`src/hw/rtl/pib_pkg.sv`:
```
package pib_pkg;

  localparam int unsigned ChanW  = 8;
  localparam int unsigned ColorW = 3 * ChanW;
  localparam int unsigned CountW = 8;

  localparam logic [CountW-1:0] CodeOffset = 8'd32;
  localparam logic [CountW-1:0] CodeFull   = 8'd0;

  localparam logic [1:0] StatusFound = 2'd0;
  localparam logic [1:0] StatusAdded = 2'd1;
  localparam logic [1:0] StatusFull  = 2'd2;

  typedef struct packed {
    logic start;
    logic step;
    logic commit;
  } pib_cmd_t;

  typedef struct packed {
    logic done;
    logic out_free;
  } pib_stat_t;

endpackage

```
`src/hw/rtl/pib_ctrl.sv`:
```
module pib_ctrl (
  input  logic               clk_i,
  input  logic               rst_ni,
  input  logic               in_valid_i,
  output logic               in_ready_o,
  input  pib_pkg::pib_stat_t stat_i,
  output pib_pkg::pib_cmd_t  cmd_o
);
  typedef enum logic [1:0] {
    StIdle   = 2'b01,
    StSearch = 2'b10
  } pib_state_e;

  pib_state_e state_q, state_d;

  always_comb begin
    state_d      = state_q;
    cmd_o        = '0;
    in_ready_o   = 1'b0;
    case (state_q)
      StIdle: begin
        in_ready_o = 1'b1;
        if (in_valid_i) begin
          cmd_o.start = 1'b1;
          state_d     = StSearch;
        end
      end
      StSearch: begin
        if (!stat_i.done) begin
          cmd_o.step = 1'b1;
        end else if (stat_i.out_free) begin
          cmd_o.commit = 1'b1;
          state_d      = StIdle;
        end
      end
      default: begin
        state_d = StIdle;
      end
    endcase
  end

  always_ff @(posedge clk_i or negedge rst_ni) begin
    if (!rst_ni) begin
      state_q <= StIdle;
    end else begin
      state_q <= state_d;
    end
  end
endmodule

```
`config.mk`:
```
export PLATFORM = sky130hd
export DESIGN_NAME = pib_ctrl
export DESIGN_NICKNAME = d
export VERILOG_FILES = /design/src/hw/rtl/pib_pkg.sv /design/src/hw/rtl/pib_ctrl.sv
export SDC_FILE = /design/constraint.sdc
export NUM_CORES = 1
export LEC_CHECK = 0
export BUFFER_PORTS_ARGS = -buffer_cell sky130_fd_sc_hd__buf_2
export CORE_AREA = 2 2 39 41
export CTS_CLUSTER_SIZE = 16
export DETAILED_ROUTE_END_ITERATION = 10
export DIE_AREA = 0 0 41 43
export PLACE_DENSITY = 0.34
export SLEW_MARGIN = 20
export SYNTH_ARGS = -nofsm -noshare
export SYNTH_HDL_FRONTEND = slang
export SYNTH_SLANG_ARGS = --single-unit
```
`constraint.sdc`:
```
create_clock -name clk_i -period 1.6 [get_ports clk_i]
set_input_delay 0.16 -clock clk_i [delete_from_list [all_inputs] [get_ports clk_i]]
set_output_delay 0.16 -clock clk_i [all_outputs]
set_load 0.02 [all_outputs]
```
==> results of run 1 <==
[through the flow]
stage / total power (W) / setup slack [ns] / cell area, um^2 / cells / util (%)
after floorplan: 0.000192 / 0.583 / 100 / 11 / -
after global placement: 0.000239 / 0.569 / 160 / 35 / 11.6
after detailed placement: 0.000241 / 0.540 / 160 / 35 / 11.6
after CTS: 0.000373 / 0.299 / 196 / 40 / 14.2
after global routing: 0.000401 / 0.244 / 196 / 40 / 14.2
final: 0.000363 / 0.319 / 196 / 40 / 14.2
[worst max-delay path by stage]
stage / start / endpoint / cells after the start
after detailed placement: state_q[0] / cmd_o[2] / 2
after global placement: state_q[0] / cmd_o[2] / 2
final: state_q[0] / cmd_o[2] / 2
after global routing: state_q[0] / cmd_o[2] / 2
after floorplan: state_q[0] / in_ready_o / 2
after CTS: state_q[0] / cmd_o[2] / 2
[power by group]
group          internal (W)  switching, W  total, W  leakage, nW
sequential        0.0000823     0.0000213  0.000104       0.0232
combinational     0.0000546     0.0000808  0.000135       0.0657
clock             0.0000928     0.0000311  0.000124       0.0150
total              0.000230      0.000133  0.000363        0.104
[placed cells by master (no fill, tap or decap), drive strengths merged]
cell / synthesis / final
a31o: 1 / 1
a31oi: 1 / 1
and3b: 1 / 1
buf: 0 / 8
clkbuf: 0 / 4
dfrtp: 1 / 1
dfstp: 1 / 1
dlygate4sd3: 0 / 1
inv: 1 / 1
nand2: 1 / 1
nand2b: 1 / 1
nor2: 3 / 3
[cells by family after synthesis]
family          Yosys count
buf+inv                   1
simple gates              6
compound gates            2
flops                     2
[cells in the mapped netlist]
cell type  count  share of area [%]
dfrtp_1        1                 25
nand2b_1       1                6.3
a31o_1         1                8.8
nand2_1        1                3.7
nor2_1         3                 11
and3b_1        1                8.8
a31oi_1        1                6.3
inv_1          1                3.7
dfstp_2        1                 26
[metal layers]
metal,up-vias,part of all wire [%]
met3,0,21
met5,-,0
met4,0,0
met2,8,32
met1,54,47
li1,63,-
[final cells by class]
| type | instances | area (um^2) |
|---|---|---|
| clock buffers | 4 | 26.3 |
| repair buffers | 9 | 50.0 |
| multi-input cells | 8 | 45.0 |
| fillers | 165 | 1190 |
| flip-flops and latches | 2 | 51.3 |
| inverters | 1 | 3.75 |
| well taps | 16 | 20.0 |
[worst max-delay path: cells and delay by family (launching register included)]
kind,cells,cell delay (ns)
DFF,1,0.52
and+or+nand+nor,1,0.20
buffers and inverters,1,0.18
==> flow_summary_export.csv, run 1 <==
group,metric,value,unit
hold_path,min_from,"stat_i[0]",
yosys,syn_area_per_cell,9.10,um^2
detailed_routing,vias,125,
detailed_routing,vias_per_cell,3.13,
grt,grt-ovfl-total,0,
grt,grt_antenna_before_repair,0,
sta,fin_skew,0.00512,ns
sta,fmax,781,MHz
clock_network,clk_pin_slew,0.03,ns
layout,num-nets-final,30,
floorplanning,die_y,43,um
clock_network,ctsLongestPathBuffers,2,
layout,antenna_cells,0,
detailed_routing,drt_wl_total,318,um
hold_path,holdPathEnd,"state_q[0]",
power_and_ir_drop,power.leakage,0.104,nW
placement,routabilityCongestion,0.585,
power_and_ir_drop,ir_drop,0.000607,V
clock_network,cts-root-buf,"clkbuf_4",
grt,grt_pass1_vias,131,
layout,regMostFlops,"state_q",
sta,timing.hold.ws,0.231,ns
worst_setup_path,crit_fanout,3,
worst_setup_path,r2r-end,"state_q[1]",
detailed_routing,drc,0,
worst_setup_path,crit_arrival,1.12,ns
clock_network,tritoncts,"built",
grt,grt.met2_usage,5.31,%
worst_setup_path,criticalPathCategory,"register to output pin",
sta,rsz0062_at_grt,"no",
sta,finalSetupTns,0,ns
power_and_ir_drop,p_per_area,1850,nW/um^2
sta,setup_violations,0,
worst_setup_path,cpPeakStageDelay,0.52,ns
floorplanning,core_area,1380,um^2
clock_network,worst_skew_pair.late_latency,0.23,ns
layout,top_regs,"state_q x2",
worst_setup_path,endpoint_kind,"output pin",
yosys,yosys.area_share.simple,30.0,%
layout,areaGrowthSynthToFinish,96.2,%
detailed_routing,drt_iter0_markers,3,
clock_network,cts_hold_buf,1,
sta,final.min_clock_period,1.28,ns
placement,io_buffer_count,8,
yosys,synth_xor_xnor_area_share,0,%
run_status,status,"complete, no violations",
sta,maxSlewHeadroom,90.4,%
floorplanning,start_util,7.23,%
yosys,synth_seq_area_share,51.2,%
job,drv_cap,0,
clock_network,cts_sinks,2,
floorplanning,rows,14,
clock_network,postCtsSetupRepairBufs,0,
clock_network,cts_buffers,3,
worst_setup_path,reg2reg_slack,0.70,ns
worst_setup_path,r2r_cells,2,
sta,hold_viol_final,0,
grt,grtUsageMet3,5.76,%
layout,largest_register_ffs,2,
worst_setup_path,r2r_start,"state_q[1]",
yosys,synth.area.mux_share,0,%
sta,drv_slew,0,
worst_setup_path,critPathLaunchType,"register",
yosys,ys_types,9,
yosys,synth-compound-area-share,15.0,%
layout,drive_above_1_share,50.0,%
yosys,yosys_warnings,0,
grt,grt_usage,5.22,%
grt,gr-max-usage-layer,"met1",
detailed_routing,wl_per_cell,7.95,um
detailed_routing,drtAntennaViolNets,0,
sta,tightest_slew,0.145,ns
floorplanning,die-area,1760,um^2
yosys,synthAdderAreaFrac,0,%
worst_setup_path,crit_slowest_cell,"dfstp_2",
detailed_routing,firstDrtPassIters,4,
floorplanning,io_pins,9,
yosys,ys_seq_elements,2,
grt,grt_max_degree,6,
worst_setup_path,crit_required,1.44,ns
clock_network,htreeDepth,1,
yosys,synth_fp_nets,16,
hold_path,worstHoldPathType,"primary input to register",
sta,period_share,80.1,%
grt,met1_usage,6.73,%
hold_path,hold_depth,3,
grt,grt_pass1_wl,558,um
yosys,synth_top_family_by_area,"simple AND/OR/NAND/NOR gates",
floorplanning,die_x,41,um
clock_network,post_cts_resized,0,
yosys,syn_inst,11,
worst_setup_path,path_cells,"and3b_1, buf_2",
yosys,netlist_area,100,um^2
Note: power is estimated with default switching activity, not from simulation.
==> inputs of run 2 (changes only) <==
PLACE_DENSITY = 0.35   (was 0.34)
clock period = 1 ns   (was 1.6 ns; I/O delays follow)
==> run 2 against run 1 <==
  * The run now ends with setup timing left
  * Critical path depth up 1
  * Non-clock buffer count rose by 1
  * Sequential cell count unchanged
  * Worst hold slack got worse by 0.071 ns
  * First-iteration DRC count shrank 67%
  * Via count shrank 4.0%
  * Global-route usage down 0.20 points
  * Critical path type unchanged
  * Highest routed layer unchanged
==> flow_summary_export.csv, run 2 (same netlist as run 1, synthesis figures left out) <==
group,metric,value,unit
detailed_routing,wl_per_cell,7.76,um
sta,setup_slack,-0.161,ns
detailed_routing,drt_iter0_markers,1,
layout,largest_register_ffs,2,
detailed_routing,drt_wl_total,318,um
sta,fin_skew,0.00910,ns
worst_setup_path,crit_fanout,3,
sta,finalSetupTns,-0.666,ns
floorplanning,core_area,1380,um^2
layout,regMostFlops,"state_q",
sta,period_share,116,%
worst_setup_path,crit_arrival,1.06,ns
sta,maxSlewHeadroom,90.7,%
run_status,status,"complete, but fails checks",
floorplanning,start_util,7.23,%
grt,grt-ovfl-total,0,
sta,drv_slew,0,
placement,routabilityCongestion,0.615,
floorplanning,die-area,1760,um^2
sta,tightest_slew,0.139,ns
grt,grt_pass1_vias,150,
sta,setup_violations,5,
sta,hold_viol_final,0,
clock_network,cts_sinks,2,
layout,layout_common_cells,"buf_2 (6), nor2_1 (3), clkbuf_4 (3), buf_4 (2)",
sta,final.min_clock_period,1.16,ns
grt,grt_max_degree,6,
floorplanning,die_y,43,um
detailed_routing,firstDrtPassIters,2,
detailed_routing,vias_per_cell,2.93,
detailed_routing,drc,0,
worst_setup_path,critPathLaunchType,"register",
power_and_ir_drop,total_power,0.000640,W
clock_network,clk_pin_slew,0.03,ns
floorplanning,die_x,41,um
power_and_ir_drop,ir_drop,0.000765,V
job,drv_cap,0,
hold_path,worstHoldPathType,"primary input to register",
floorplanning,io_pins,9,
placement,io_buffer_count,8,
detailed_routing,drtAntennaViolNets,0,
clock_network,ctsLongestPathBuffers,2,
sta,fmax,861,MHz
floorplanning,rows,14,
clock_network,worst_skew_pair.late_latency,0.23,ns
grt,grt_usage,5.02,%
worst_setup_path,endpoint_kind,"output pin",
clock_network,cts_buffers,3,
layout,final_common_cell,"buf_2",
layout,drive_above_1_share,56.0,%
worst_setup_path,criticalPathCategory,"register to output pin",
power_and_ir_drop,power.leakage,0.111,nW
run_status,violations,"setup timing",
clock_network,tritoncts,"built",
detailed_routing,vias,120,
power_and_ir_drop,p_per_area,2990,nW/um^2
grt,grt_pass1_wl,517,um
layout,areaGrowthSynthToFinish,114,%
worst_setup_path,crit_required,0.90,ns
sta,rsz0062_at_grt,"yes",
clock_network,htreeDepth,1,
layout,antenna_cells,0,
layout,top_regs,"state_q x2",
placement,pre_cts_ws,0.00754,ns
placement,dp_hpwl,237,um
grt,grt_antenna_before_repair,0,
layout,num-nets-final,31,
clock_network,cts-root-buf,"clkbuf_4",
run 2: cell count changes in the layout (fill, tap and decap cells not counted), sizes merged:
cell,before,now
buf,8,9
run 2: layout make-up:
cell class / count / area (um^2)
Inverter: 1 / 3.75
Fill cell: 162 / 1170
Clock buffer: 4 / 26.3
Tap cell: 16 / 20.0
Timing Repair Buffer: 10 / 66.3
Sequential cell: 2 / 51.3
Multi-Input combinational cell: 8 / 46.3
run 2: worst paths after layout:
kind	from	to	slack, ns	depth (start not counted)
max in group asynchronous	rst_ni	state_q[0]	0.61	2
min in group asynchronous	rst_ni	state_q[1]	0.18	2
worst max-delay path	state_q[0]	cmd_o[1]	-0.16	3
worst min register to register	state_q[1]	state_q[0]	0.50	1
worst max register to register	state_q[1]	state_q[1]	-0.05	3
worst min-delay path	stat_i[0]	state_q[0]	0.16	3
run 2: metrics by stage:
step           instance area [um^2]  hold WS [ns]  cells  util (%)
6_report                        214         0.160     41      15.5
5_1_grt                         214         0.181     41      15.5
4_1_cts                         214         0.149     41      15.5
3_5_place_dp                    161        -0.108     35      11.7
3_3_place_gp                    161        -0.111     35      11.7
2_1_floorplan                   101        -0.196     11         -
run 2: timing repair:
| item | 4_1_cts | 5_1_grt |
|---|---|---|
| resized for setup | 3 | 0 |
| setup endpoints to repair | 4 | 6 |
| hold buffers | 1 | 0 |
| hold endpoints to repair | 2 | 0 |
| pin swaps | 1 | 1 |
| buffers inserted | 1 | 0 |
run 2: where the power goes:
part / total, W / leakage (nW) / switching, W / internal, W
clock: 0.000201 / 0.0150 / 0.0000526 / 0.000149
sequential: 0.000163 / 0.0232 / 0.0000313 / 0.000131
combinational: 0.000276 / 0.0726 / 0.000139 / 0.000137
run 2: worst max-delay path, stage by stage, from the launching register on:
cell	delay [ns]
dfstp_2	0.52
nand2b_1	0.12
nor2_1	0.05
buf_2	0.15
run 2: metal layers:
metal  wire (um)  GRT usage, %  vias up
met2         115          5.00        8
met5           0             0        -
met3          39          1.57        0
li1            -             -       64
met4           0          8.00        0
met1         162          6.11       48
